$ cat config.mk
export PLATFORM = sky130hd
export DESIGN_NAME = pid_positional_clamped_flat
export DESIGN_NICKNAME = d
export VERILOG_FILES = /design/src/hdl/pidpc_pkg.sv /design/src/hdl/pidpc_sample_if.sv /design/src/hdl/pidpc_result_if.sv /design/src/hdl/pid_positional_clamped.sv /design/src/flat_wrapper.sv
export SDC_FILE = /design/constraint.sdc
export NUM_CORES = 2
export LEC_CHECK = 0
export BUFFER_PORTS_ARGS = -buffer_cell sky130_fd_sc_hd__buf_4
export CORE_MARGIN = 5
export CORE_UTILIZATION = 65
export DETAILED_ROUTE_END_ITERATION = 16
export GPL_TIMING_DRIVEN = 0
export PLACE_DENSITY = 0.82
export SLEW_MARGIN = 10
export SYNTH_ARGS = -nofsm -noshare
export SYNTH_HDL_FRONTEND = slang
export SYNTH_SLANG_ARGS = --single-unit
$ cat constraint.sdc
create_clock -name clk_i -period 13.6 [get_ports clk_i]
set_clock_uncertainty 0.2 [all_clocks]
set_input_delay 0.68 -clock clk_i [delete_from_list [all_inputs] [get_ports clk_i]]
set_output_delay 0.68 -clock clk_i [all_outputs]
set_load 0.02 [all_outputs]
$ cat src/hdl/pidpc_pkg.sv
// ----------------------------------------------------------------------------
// pidpc_pkg
// Shared widths, register map and reset values of the positional PID block.
// ----------------------------------------------------------------------------
package pidpc_pkg;

  localparam int SAMPLE_WIDTH_DEF  = 16;
  localparam int FRACTION_BITS_DEF = 16;

  localparam int DATA_W    = 32;
  localparam int STEP_W    = 16;
  localparam int CFG_IDX_W = 3;

  localparam logic [CFG_IDX_W-1:0] REG_GAIN_P    = 3'd0;
  localparam logic [CFG_IDX_W-1:0] REG_GAIN_I    = 3'd1;
  localparam logic [CFG_IDX_W-1:0] REG_GAIN_D    = 3'd2;
  localparam logic [CFG_IDX_W-1:0] REG_STEP_TIME = 3'd3;
  localparam logic [CFG_IDX_W-1:0] REG_LOWER     = 3'd4;
  localparam logic [CFG_IDX_W-1:0] REG_UPPER     = 3'd5;

  localparam logic signed [DATA_W-1:0] DATA_MAX = 32'sh7FFF_FFFF;
  localparam logic signed [DATA_W-1:0] DATA_MIN = 32'sh8000_0000;

  localparam logic [STEP_W-1:0] STEP_TIME_RST = 16'hFFFF;

endpackage

$ cat src/hdl/pidpc_sample_if.sv
// ----------------------------------------------------------------------------
// pidpc_sample_if
// Request channel carrying one target / measured pair.
// ----------------------------------------------------------------------------
interface pidpc_sample_if #(
  parameter int SAMPLE_WIDTH = pidpc_pkg::SAMPLE_WIDTH_DEF
);
  logic                           valid;
  logic                           ready;
  logic signed [SAMPLE_WIDTH-1:0] target;
  logic signed [SAMPLE_WIDTH-1:0] measured;

  modport source (output valid, output target, output measured, input ready);
  modport sink   (input valid, input target, input measured, output ready);
endinterface

$ cat src/hdl/pidpc_result_if.sv
// ----------------------------------------------------------------------------
// pidpc_result_if
// Result channel carrying the clamped drive value.
// ----------------------------------------------------------------------------
interface pidpc_result_if;
  logic                                  valid;
  logic                                  ready;
  logic signed [pidpc_pkg::DATA_W-1:0]   drive;

  modport source (output valid, output drive, input ready);
  modport sink   (input valid, input drive, output ready);
endinterface

$ cat src/hdl/pid_positional_clamped.sv
// ----------------------------------------------------------------------------
// pid_positional_clamped
// Positional PID controller with clamped integral and clamped drive, built
// around one bit-serial shift-add multiplier.
// ----------------------------------------------------------------------------
// Requests are taken only in the idle state. The work is done by the single
// shift-add multiplier, which retires one multiplier bit per cycle over three
// products: error times step time (17 bits), integral gain times integral
// (32 bits), and the proportional and derivative terms together
// (SAMPLE_WIDTH + 2 bits). The drive leaves through an output register, so a
// finished result may wait on the result channel while the next request is
// accepted and worked on. Gains, step time and limits are written through the
// configuration port; the user must write them only while the block is idle,
// as the block itself does not enforce this. No clearing pass after reset.
// ----------------------------------------------------------------------------
module pid_positional_clamped #(
  parameter int SAMPLE_WIDTH  = pidpc_pkg::SAMPLE_WIDTH_DEF,
  parameter int FRACTION_BITS = pidpc_pkg::FRACTION_BITS_DEF
) (
  input  logic                              clk_i,
  input  logic                              rst_ni,
  input  logic                              cfg_we_i,
  input  logic [pidpc_pkg::CFG_IDX_W-1:0]   cfg_idx_i,
  input  logic [pidpc_pkg::DATA_W-1:0]      cfg_data_i,
  pidpc_sample_if.sink                      sample_i,
  pidpc_result_if.source                    result_o
);

  localparam int DATA_W = pidpc_pkg::DATA_W;
  localparam int STEP_W = pidpc_pkg::STEP_W;
  localparam int ERR_W  = SAMPLE_WIDTH + 1;
  localparam int DERR_W = SAMPLE_WIDTH + 2;
  localparam int ACC_W  = DATA_W + 3;
  localparam int LOW_W  = DATA_W;
  localparam int PROD_W = ACC_W + LOW_W;
  localparam int CNT_W  = $clog2(LOW_W);
  localparam int N_STEP = STEP_W + 1;
  localparam int N_INT  = DATA_W;
  localparam int N_PD   = DERR_W;
  localparam int SHL    = (FRACTION_BITS >= STEP_W) ? FRACTION_BITS - STEP_W : 0;
  localparam int SHR    = (FRACTION_BITS <  STEP_W) ? STEP_W - FRACTION_BITS : 0;

  typedef enum logic [3:0] {
    S_IDLE,
    S_MUL_STEP,
    S_INT_ADD,
    S_INT_CLAMP,
    S_MUL_INT,
    S_TERM,
    S_MUL_PD,
    S_SUM,
    S_SAT
  } state_e;

  function automatic logic signed [DATA_W-1:0] clamp_lim(
    input logic signed [PROD_W-1:0] v,
    input logic signed [DATA_W-1:0] lo,
    input logic signed [DATA_W-1:0] hi
  );
    logic signed [DATA_W-1:0] r;
    if (v < PROD_W'(lo)) begin
      r = lo;
    end else if (v > PROD_W'(hi)) begin
      r = hi;
    end else begin
      r = v[DATA_W-1:0];
    end
    return r;
  endfunction

  state_e state_q, state_d;

  logic signed [DATA_W-1:0] kp_q, kp_d, ki_q, ki_d, kd_q, kd_d;
  logic signed [DATA_W-1:0] lo_q, lo_d, hi_q, hi_d;
  logic        [STEP_W-1:0] step_q, step_d;

  logic        [SAMPLE_WIDTH-1:0] last_target_q, last_target_d;
  logic signed [ERR_W-1:0]        prev_err_q, prev_err_d;
  logic signed [DATA_W-1:0]       integral_q, integral_d;
  logic signed [ERR_W-1:0]        err_q, err_d;
  logic signed [DERR_W-1:0]       derr_q, derr_d;

  logic signed [ACC_W-1:0]  acc_q, acc_d;
  logic        [LOW_W-1:0]  low_q, low_d;
  logic signed [DATA_W-1:0] m1_q, m1_d, m2_q, m2_d;
  logic        [LOW_W-1:0]  b1_q, b1_d, b2_q, b2_d;
  logic        [CNT_W-1:0]  cnt_q, cnt_d;

  logic signed [PROD_W-1:0] sum_q, sum_d, term_q, term_d;

  logic                     out_valid_q, out_valid_d;
  logic signed [DATA_W-1:0] drive_q, drive_d;

  logic signed [SAMPLE_WIDTH-1:0] tgt_s, meas_s;
  logic                           tgt_changed;
  logic signed [ERR_W-1:0]        prev_eff, err_new;
  logic signed [DERR_W-1:0]       derr_new;
  logic signed [ACC_W-1:0]        add1, add2, acc_sum;
  logic                           mul_last;
  logic signed [PROD_W-1:0]       prod_full, prod_step, prod_pd, inc, sat_val;
  logic signed [DATA_W-1:0]       integ_clamped;
  logic                           out_free;

  assign tgt_s       = sample_i.target;
  assign meas_s      = sample_i.measured;
  assign tgt_changed = sample_i.target != last_target_q;
  assign prev_eff    = tgt_changed ? '0 : prev_err_q;
  assign err_new     = ERR_W'(tgt_s) - ERR_W'(meas_s);
  assign derr_new    = DERR_W'(err_new) - DERR_W'(prev_eff);

  assign mul_last = cnt_q == '0;
  assign add1     = b1_q[0] ? ACC_W'(m1_q) : '0;
  assign add2     = b2_q[0] ? ACC_W'(m2_q) : '0;
  assign acc_sum  = mul_last ? (acc_q - add1 - add2) : (acc_q + add1 + add2);

  assign prod_full = {acc_q, low_q};
  assign prod_step = prod_full >>> (LOW_W - N_STEP);
  assign prod_pd   = prod_full >>> (LOW_W - N_PD);
  assign inc       = (FRACTION_BITS >= STEP_W) ? (prod_step <<< SHL) : (prod_step >>> SHR);

  assign integ_clamped = clamp_lim(sum_q, lo_q, hi_q);
  assign sat_val = (sum_q > PROD_W'(pidpc_pkg::DATA_MAX)) ? PROD_W'(pidpc_pkg::DATA_MAX) :
                   (sum_q < PROD_W'(pidpc_pkg::DATA_MIN)) ? PROD_W'(pidpc_pkg::DATA_MIN) :
                   sum_q;

  assign out_free = !out_valid_q || result_o.ready;

  assign sample_i.ready = state_q == S_IDLE;
  assign result_o.valid = out_valid_q;
  assign result_o.drive = drive_q;

  always_comb begin
    state_d       = state_q;
    kp_d          = kp_q;
    ki_d          = ki_q;
    kd_d          = kd_q;
    lo_d          = lo_q;
    hi_d          = hi_q;
    step_d        = step_q;
    last_target_d = last_target_q;
    prev_err_d    = prev_err_q;
    integral_d    = integral_q;
    err_d         = err_q;
    derr_d        = derr_q;
    acc_d         = acc_q;
    low_d         = low_q;
    m1_d          = m1_q;
    m2_d          = m2_q;
    b1_d          = b1_q;
    b2_d          = b2_q;
    cnt_d         = cnt_q;
    sum_d         = sum_q;
    term_d        = term_q;
    drive_d       = drive_q;
    out_valid_d   = out_valid_q && !result_o.ready;

    if (cfg_we_i) begin
      case (cfg_idx_i)
        pidpc_pkg::REG_GAIN_P:    kp_d   = cfg_data_i;
        pidpc_pkg::REG_GAIN_I:    ki_d   = cfg_data_i;
        pidpc_pkg::REG_GAIN_D:    kd_d   = cfg_data_i;
        pidpc_pkg::REG_STEP_TIME: step_d = cfg_data_i[STEP_W-1:0];
        pidpc_pkg::REG_LOWER:     lo_d   = cfg_data_i;
        pidpc_pkg::REG_UPPER:     hi_d   = cfg_data_i;
        default: ;
      endcase
    end

    case (state_q)
      S_IDLE: begin
        if (sample_i.valid) begin
          last_target_d = sample_i.target;
          prev_err_d    = err_new;
          err_d         = err_new;
          derr_d        = derr_new;
          if (tgt_changed) begin
            integral_d = '0;
          end
          acc_d   = '0;
          low_d   = '0;
          m1_d    = DATA_W'(err_new);
          m2_d    = '0;
          b1_d    = LOW_W'(step_q);
          b2_d    = '0;
          cnt_d   = CNT_W'(N_STEP - 1);
          state_d = S_MUL_STEP;
        end
      end
      S_MUL_STEP, S_MUL_INT, S_MUL_PD: begin
        acc_d = acc_sum >>> 1;
        low_d = {acc_sum[0], low_q[LOW_W-1:1]};
        b1_d  = b1_q >> 1;
        b2_d  = b2_q >> 1;
        cnt_d = cnt_q - 1'b1;
        if (mul_last) begin
          case (state_q)
            S_MUL_STEP: state_d = S_INT_ADD;
            S_MUL_INT:  state_d = S_TERM;
            default:    state_d = S_SUM;
          endcase
        end
      end
      S_INT_ADD: begin
        sum_d   = PROD_W'(integral_q) + inc;
        state_d = S_INT_CLAMP;
      end
      S_INT_CLAMP: begin
        integral_d = integ_clamped;
        acc_d      = '0;
        low_d      = '0;
        m1_d       = ki_q;
        m2_d       = '0;
        b1_d       = LOW_W'(integ_clamped);
        b2_d       = '0;
        cnt_d      = CNT_W'(N_INT - 1);
        state_d    = S_MUL_INT;
      end
      S_TERM: begin
        term_d  = prod_full >>> FRACTION_BITS;
        acc_d   = '0;
        low_d   = '0;
        m1_d    = kp_q;
        m2_d    = kd_q;
        b1_d    = LOW_W'(err_q);
        b2_d    = LOW_W'(derr_q);
        cnt_d   = CNT_W'(N_PD - 1);
        state_d = S_MUL_PD;
      end
      S_SUM: begin
        sum_d   = term_q + prod_pd;
        state_d = S_SAT;
      end
      S_SAT: begin
        if (out_free) begin
          drive_d     = clamp_lim(sat_val, lo_q, hi_q);
          out_valid_d = 1'b1;
          state_d     = S_IDLE;
        end
      end
      default: state_d = S_IDLE;
    endcase
  end

  always_ff @(posedge clk_i or negedge rst_ni) begin
    if (!rst_ni) begin
      state_q       <= S_IDLE;
      kp_q          <= '0;
      ki_q          <= '0;
      kd_q          <= '0;
      step_q        <= pidpc_pkg::STEP_TIME_RST;
      lo_q          <= pidpc_pkg::DATA_MIN;
      hi_q          <= pidpc_pkg::DATA_MAX;
      last_target_q <= '0;
      prev_err_q    <= '0;
      integral_q    <= '0;
      out_valid_q   <= 1'b0;
    end else begin
      state_q       <= state_d;
      kp_q          <= kp_d;
      ki_q          <= ki_d;
      kd_q          <= kd_d;
      step_q        <= step_d;
      lo_q          <= lo_d;
      hi_q          <= hi_d;
      last_target_q <= last_target_d;
      prev_err_q    <= prev_err_d;
      integral_q    <= integral_d;
      out_valid_q   <= out_valid_d;
    end
  end

  always_ff @(posedge clk_i) begin
    err_q   <= err_d;
    derr_q  <= derr_d;
    acc_q   <= acc_d;
    low_q   <= low_d;
    m1_q    <= m1_d;
    m2_q    <= m2_d;
    b1_q    <= b1_d;
    b2_q    <= b2_d;
    cnt_q   <= cnt_d;
    sum_q   <= sum_d;
    term_q  <= term_d;
    drive_q <= drive_d;
  end

endmodule
$ cat src/flat_wrapper.sv
// flat-port wrapper written by rule: the top's interface ports become plain ports
module pid_positional_clamped_flat 
#(
  parameter int SAMPLE_WIDTH  = pidpc_pkg::SAMPLE_WIDTH_DEF,
  parameter int FRACTION_BITS = pidpc_pkg::FRACTION_BITS_DEF
)
  (clk_i, rst_ni, cfg_we_i, cfg_idx_i, cfg_data_i, sample_i_valid, sample_i_target, sample_i_measured, sample_i_ready, result_o_valid, result_o_drive, result_o_ready);
  pidpc_sample_if #(.SAMPLE_WIDTH(SAMPLE_WIDTH)) sample_i_i ();
  pidpc_result_if result_o_i ();
  input  logic clk_i;
  input  logic rst_ni;
  input  logic cfg_we_i;
  input  logic [pidpc_pkg::CFG_IDX_W-1:0] cfg_idx_i;
  input  logic [pidpc_pkg::DATA_W-1:0] cfg_data_i;
  input wire logic [$bits(sample_i_i.valid)-1:0] sample_i_valid;
  input wire logic [$bits(sample_i_i.target)-1:0] sample_i_target;
  input wire logic [$bits(sample_i_i.measured)-1:0] sample_i_measured;
  output wire logic [$bits(sample_i_i.ready)-1:0] sample_i_ready;
  output wire logic [$bits(result_o_i.valid)-1:0] result_o_valid;
  output wire logic [$bits(result_o_i.drive)-1:0] result_o_drive;
  input wire logic [$bits(result_o_i.ready)-1:0] result_o_ready;
  assign sample_i_i.valid = sample_i_valid;
  assign sample_i_i.target = sample_i_target;
  assign sample_i_i.measured = sample_i_measured;
  assign sample_i_ready = sample_i_i.ready;
  assign result_o_valid = result_o_i.valid;
  assign result_o_drive = result_o_i.drive;
  assign result_o_i.ready = result_o_ready;
  pid_positional_clamped #(.SAMPLE_WIDTH(SAMPLE_WIDTH), .FRACTION_BITS(FRACTION_BITS)) u_core (.clk_i(clk_i), .rst_ni(rst_ni), .cfg_we_i(cfg_we_i), .cfg_idx_i(cfg_idx_i), .cfg_data_i(cfg_data_i), .sample_i(sample_i_i), .result_o(result_o_i));
endmodule
# == After elaboration in Yosys (flattened, before gate mapping) ==
# Cells that the tools add are included.
# op_classes
n_addsub,9
order_cmp,6
n_eq_ne,18
n_mux,33
n_reduce_logical,27
# op_table
cell,n
2-to-1 mux 32 bit,9
case mux 32 bit (3 select lines),3
case mux 32 bit (4 select lines),2
2-to-1 mux 35 bit,4
> comparator 67 x 32 -> 1 bit,2
less-than comparator 67 x 32 -> 1 bit,2
2-to-1 mux 67 bit,2
case mux 67 bit (2 select lines),1
case mux 35 bit (3 select lines),1
adder 35 bit,2
subtractor 35 bit,2
> comparator 67 x 32 -> 1 bit (second input constant),1
less-than comparator 67 x 32 -> 1 bit (second input constant),1
case mux 32 bit (2 select lines),1
adder 51 x 53 -> 54 bit,1
adder 32 x 52 -> 53 bit,1
case mux 4 bit (7 select lines),1
AND reduction 2 bit,11
case mux 5 bit (4 select lines),1
subtractor 17 x 17 -> 18 bit,1
2-to-1 mux 17 bit,1
subtractor 16 x 16 -> 17 bit,1
equality test 4 x 3 -> 1 bit (second input constant),4
!= test 16 bit,1
25 further kinds,37
# totals
regBits,631
inputBits,72
out_inout_bits,34
elab_cells,116

# == Depth between registers and ports, before layout ==
# depth
word_depth,6
ltp_mapped,21
ltp_nobuf,21

# == Worst setup path after synthesis ==
# OpenSTA, ideal clock, no wires.
# synth_timing
path_kind,flip-flop to flip-flop
from,register u_core.state_q[2]
to,register u_core.sum_q[0] (enable)
arrival_ps,6351
required_time_ps,12781
slack_ps,6430
path_stages_with_launch,4
path_buffers,1
synth_period_minus_slack_ps,7170
cell_sequence,dfrtp_1 > buf_1 > nor2b_1 > nor4b_1
# synth_between
elab_chain_cells,2
word_cells_on_any_way,3
cone_classes,eq/ne (2); reduce/logical (1)
# synth_rtl
element,line,rtl
start: declaration,pid_positional_clamped.sv:71,"state_e state_q, state_d;"
start signal: assignment,pid_positional_clamped.sv:258,state_q <= state_d;
equality test 4 x 2 -> 1 bit / equality test 4 x 3 -> 1 bit (equally long branches),pid_positional_clamped.sv:169,case (state_q)
nonzero test 2 bit (no line) (*),n/a,
end signal: assignment,pid_positional_clamped.sv:282,sum_q <= sum_d;
end: declaration,pid_positional_clamped.sv:89,"logic signed [PROD_W-1:0] sum_q, sum_d, term_q, term_d;"
# Every way passes the cells marked *; elsewhere a longest branch is shown, timed or not.
# A chain may end at the register's enable or synchronous reset.

# == Final worst setup path ==
# layout_timing
from,register u_core.sum_q[31]
to,"register u_core.drive_q[30], in the netlist u_core.result_o.drive[30] (data pin)"
# layout_between
elab_chain_cells,6
word_cells_on_any_way,8
cone_classes,order compare (4); mux (4)
# layout_rtl
element,line,rtl
less-than comparator 67 x 32 -> 1 bit,pid_positional_clamped.sv:123,(sum_q < PROD_W'(pidpc_pkg::DATA_MIN)) ? PROD_W'(pidpc_pkg::DATA_MIN) :
2-to-1 mux 67 bit,pid_positional_clamped.sv:123,
2-to-1 mux 67 bit (*),pid_positional_clamped.sv:122,assign sat_val = (sum_q > PROD_W'(pidpc_pkg::DATA_MAX)) ? PROD_W'(pidpc_pkg::DATA_MAX) :
> comparator 67 x 32 -> 1 bit,pid_positional_clamped.sv:63,end else if (v > PROD_W'(hi)) begin
2-to-1 mux 32 bit,pid_positional_clamped.sv:63,
2-to-1 mux 32 bit (*),pid_positional_clamped.sv:61,if (v < PROD_W'(lo)) begin
end signal: assignment,pid_positional_clamped.sv:284,drive_q <= drive_d;
end: declaration,pid_positional_clamped.sv:92,"logic signed [DATA_W-1:0] drive_q, drive_d;"
# Marked as above.

==> key figures <==
Status
  – Status: completed

Layout
  – Flip-flop count of the largest register after layout: 54
  – Share of cells above drive strength 1: 11.25%
  – Most frequent cells in the layout: nand2_1 (425), ha_1 (420), edfxtp_1 (356), o21ai_0 (288), a21oi_1 (259)
  – Fillers: 4,671
  – Synthesis-to-layout area growth: 10.72%
  – Commonest non-fill, non-tap cell in the layout: nand2_1
  – Largest regs: u_core.sum_q: 54 flops, u_core.term_q: 50 flops, u_core.acc_q: 34 flops
  – Nets@finish: 4,928
  – Most flops, register: u_core.sum_q

Power
  – Seq pwr share: 25.6%
  – Clk network pwr share: 13.9%
  – Sw frac: 46.64%
  – P_int: 7.477 mW
  – Comb pwr share: between 60% and 70%
  – Leakage: 21.10 nW
  – Total power: 14.01 mW
  – Sw Pwr: 6.535 mW
  – Power Density: between 300 and 400 mW/mm^2
  – Worst IR Drop VDD: 0.2551 mV

Global route
  – Number of global-route vias before repair: about 34,000
  – Largest net degree at the start of global routing: 109
  – Global-route wire length before repair: 195.2 mm
  – All-Layer GR Usage: 35.77%
  – GRT overflow: 0
  – Initial antenna violation count: 9

Logic synthesis
  – Area contributors post-synth: edfxtp_1 (25%), ha_1 (12%), dfrtp_1 (12%)
  – Synth top area share: 25.38%
  – EDFF count, synth: 356
  – Synth Cell Area: 0.04213 sq mm
  – Mapped Nets: 4,740
  – Post-synth top area cell: edfxtp_1
  – Distinct cells, synth: about 90
  – Async set or reset register ratio after synthesis: 40.86%
  – Yosys warns: 0
  – Syn Area/Cell: about 10 sq um
  – Synth Instances: 4,175
  – Ys flop type: edfxtp_1
  – Post-synthesis sequential area ratio: 40.13%
  – Synthesized flop and latch total: 602

STA
  – Fin crit period: 6.422 ns
  – Max Freq: 155.7 MHz
  – Slew @ Worst Pin: 1.415 ns
  – Crit path setup slack, layout: 7.178 ns
  – Final hold viol count: 0
  – Setup_tns: 0 ns
  – RSZ-0062 raised after global routing: no
  – Slew HR: 5.457%
  – Setup-failing EPs final: 0
  – Fin crit share: ~47%
  – Final Max Slew Viols: 0

Run
  – Max-cap violations: 0

Worst hold path
  – Hold Crit Start: sample_i_target[11]
  – Type of the worst min-delay path: in -> reg

Placement
  – Final HPWL DP: 98.85 mm
  – RePlAce Congestion: between 0.9 and 1
  – Port Buf Inserts: slightly above 100
  – Dpl ws: 7.273 ns

Detailed routing
  – Avg WL per Cell: 24.33 microns
  – Final wirelength: 128.4 mm
  – Drc violations: 0
  – ANT nets after route: 0
  – Via-to-Cell Ratio: 6.549
  – First DRT Iteration DRCs: 3,614
  – Via count: 34,560
  – Pre-antenna DRT Iters: 6

Setup path
  – WS Path Type: reg -> reg
  – Crit. End Element: flip-flop
  – CP Max Fanout: 10
  – Slowest cell on the critical path: a2111oi_1
  – R2r startpoint: u_core.sum_q[31]
  – Worst path cell trace: nand4_1 > nor4_1 > nand2_1 > ha_1 > clkbuf_1 > o21ai_0 > ha_1 > a21o_1 > a21o_1 > a21oi_1 > o21ai_0 > a2111oi_1 > o22ai_1 > o31a_1 > o21ai_1 > a31oi_2 > buf_2 > mux2i_1 > mux2i_1
  – Crit path from: u_core.sum_q[31]
  – CP max stage delay: 1.05 ns
  – Reg2Reg Setup Slack: about 7.2 ns
  – Worst EP arrival: 6.60 ns
  – CP required: 13.77 ns
  – Crit path launch type: flip-flop

CTS
  – Sink Count: 602
  – Num CTS Buffers: 67
  – Clock tree from TritonCTS: built
  – Worst-path clk slew: approximately 0.060 ns
  – Root buffer cell: clkbuf_16
  – Cts repair resizes: 0
  – Clk_lat worst skew: 0.63 ns
  – Total setup buffers inserted after CTS: 0
  – CTS max path bufs: 3
  – H-tree Lvls: 3

Die
  – Cell row count: 93
  – Core Region: 0.06435 sq mm
  – I/O Pins: ~110
  – Full die area: 0.07000 sq mm
  – Initial Utilization: 65.47%
  – Die Span Y: 264.6 microns
  – Chip width: 264.6 microns
-- logic make-up (layout without fill, tap and decap cells) --
kind of cell | Yosys count | after routing | share of synthesized area [%]
AO/OA/AOI/OAI | 1173 | 1173 | 18.16
XOR/XNOR | 176 | 176 | 3.659
adder cells (fa/ha/maj) | 493 | 493 | 15.94
buffers and inverters | 422 | 664 | 3.891
flip-flops | 602 | 602 | 40.13
multiplexers | 233 | 233 | 6.032
other | 0 | 6 | 0
AND/OR/NAND/NOR | 1076 | 1076 | 12.18
-- final cells by class --
cell class	count	area, sq um	area share, %
well taps	855	1070	2.293
plain buffers	160	659.4	1.414
multi-input cells	3151	23640	50.67
flip-flops and latches	602	16910	36.24
repair buffers	119	1006	2.157
clock buffers	88	1921	4.117
diodes	6	15.01	0.03219
clock inverters	35	449.2	0.9630
inverters	262	983.4	2.108
-- metrics by stage --
stage | hold slack (ns) | area (sq um) | utilization [%] | cells
2_1_floorplan | 0.1844 | 42130 | - | 4175
3_3_place_gp | 0.2551 | 43970 | 68.33 | 5133
3_5_place_dp | 0.2652 | 44250 | 68.77 | 5148
4_1_cts | 0.08870 | 46630 | 72.47 | 5272
5_1_grt | 0.1041 | 46630 | 72.47 | 5273
6_report | 0.1062 | 46640 | 72.49 | 5278
-- layer usage --
layer	wire length (microns)	track usage, %	up-vias
met5	0	0	-
met4	8575	19.79	0
met3	12110	5.773	423
met2	57540	56.40	1797
met1	50200	47.70	16570
li1	-	-	15770
-- worst max-delay path, delay by kind of cell (launching register included) --
| kind | cells | cell delay, ns |
|---|---|---|
| flip-flops | 1 | 0.58 |
| AND/OR/NAND/NOR | 3 | 0.56 |
| buffers and inverters | 2 | 0.60 |
| adder cells (fa/ha/maj) | 2 | 0.82 |
| AO/OA/AOI/OAI | 10 | 3.12 |
| multiplexers | 2 | 0.33 |
-- cell usage after synthesis, drive strengths merged, types with 69 or more instances --
master,number
o21ai,293
nand2,426
a21o,201
nor2,172
ha,420
dfrtp,198
xor2,72
xnor2,104
clkbuf,137
mux2i,69
fa,73
and3,70
a21oi,259
nand3,105
edfxtp,356
nand4,73
inv,261
mux2,164
-- final timing paths --
check | to | cells past startpoint
worst max register to register | u_core.result_o.drive[30] | 19
max in group asynchronous | u_core.integral_q[1] | 3
worst min-delay path | u_core.last_target_q[11] | 2
worst max-delay path | u_core.result_o.drive[30] | 19
worst min register to register | u_core.prev_err_q[0] | 2
min in group asynchronous | u_core.kp_q[16] | 2
-- power groups by stage --
| stage | logic, mW | clock network, mW | registers (mW) |
|---|---|---|---|
| 2_1_floorplan | 6.12 | 0 | 3.39 |
| 5_1_grt | 9.28 | 2.04 | 3.64 |
| 6_report | 8.47 | 1.95 | 3.59 |
| 3_3_place_gp | 7.91 | 0 | 3.63 |
| 4_1_cts | 8.30 | 1.96 | 3.56 |
| 3_5_place_dp | 8.19 | 0 | 3.58 |
-- repair_timing --
item / in CTS / in global routing
hold endpoints to repair: 37 / 0
hold buffers: 1 / 0
setup endpoints to repair: 0 / 0
Power figures use the tool's default switching activity.
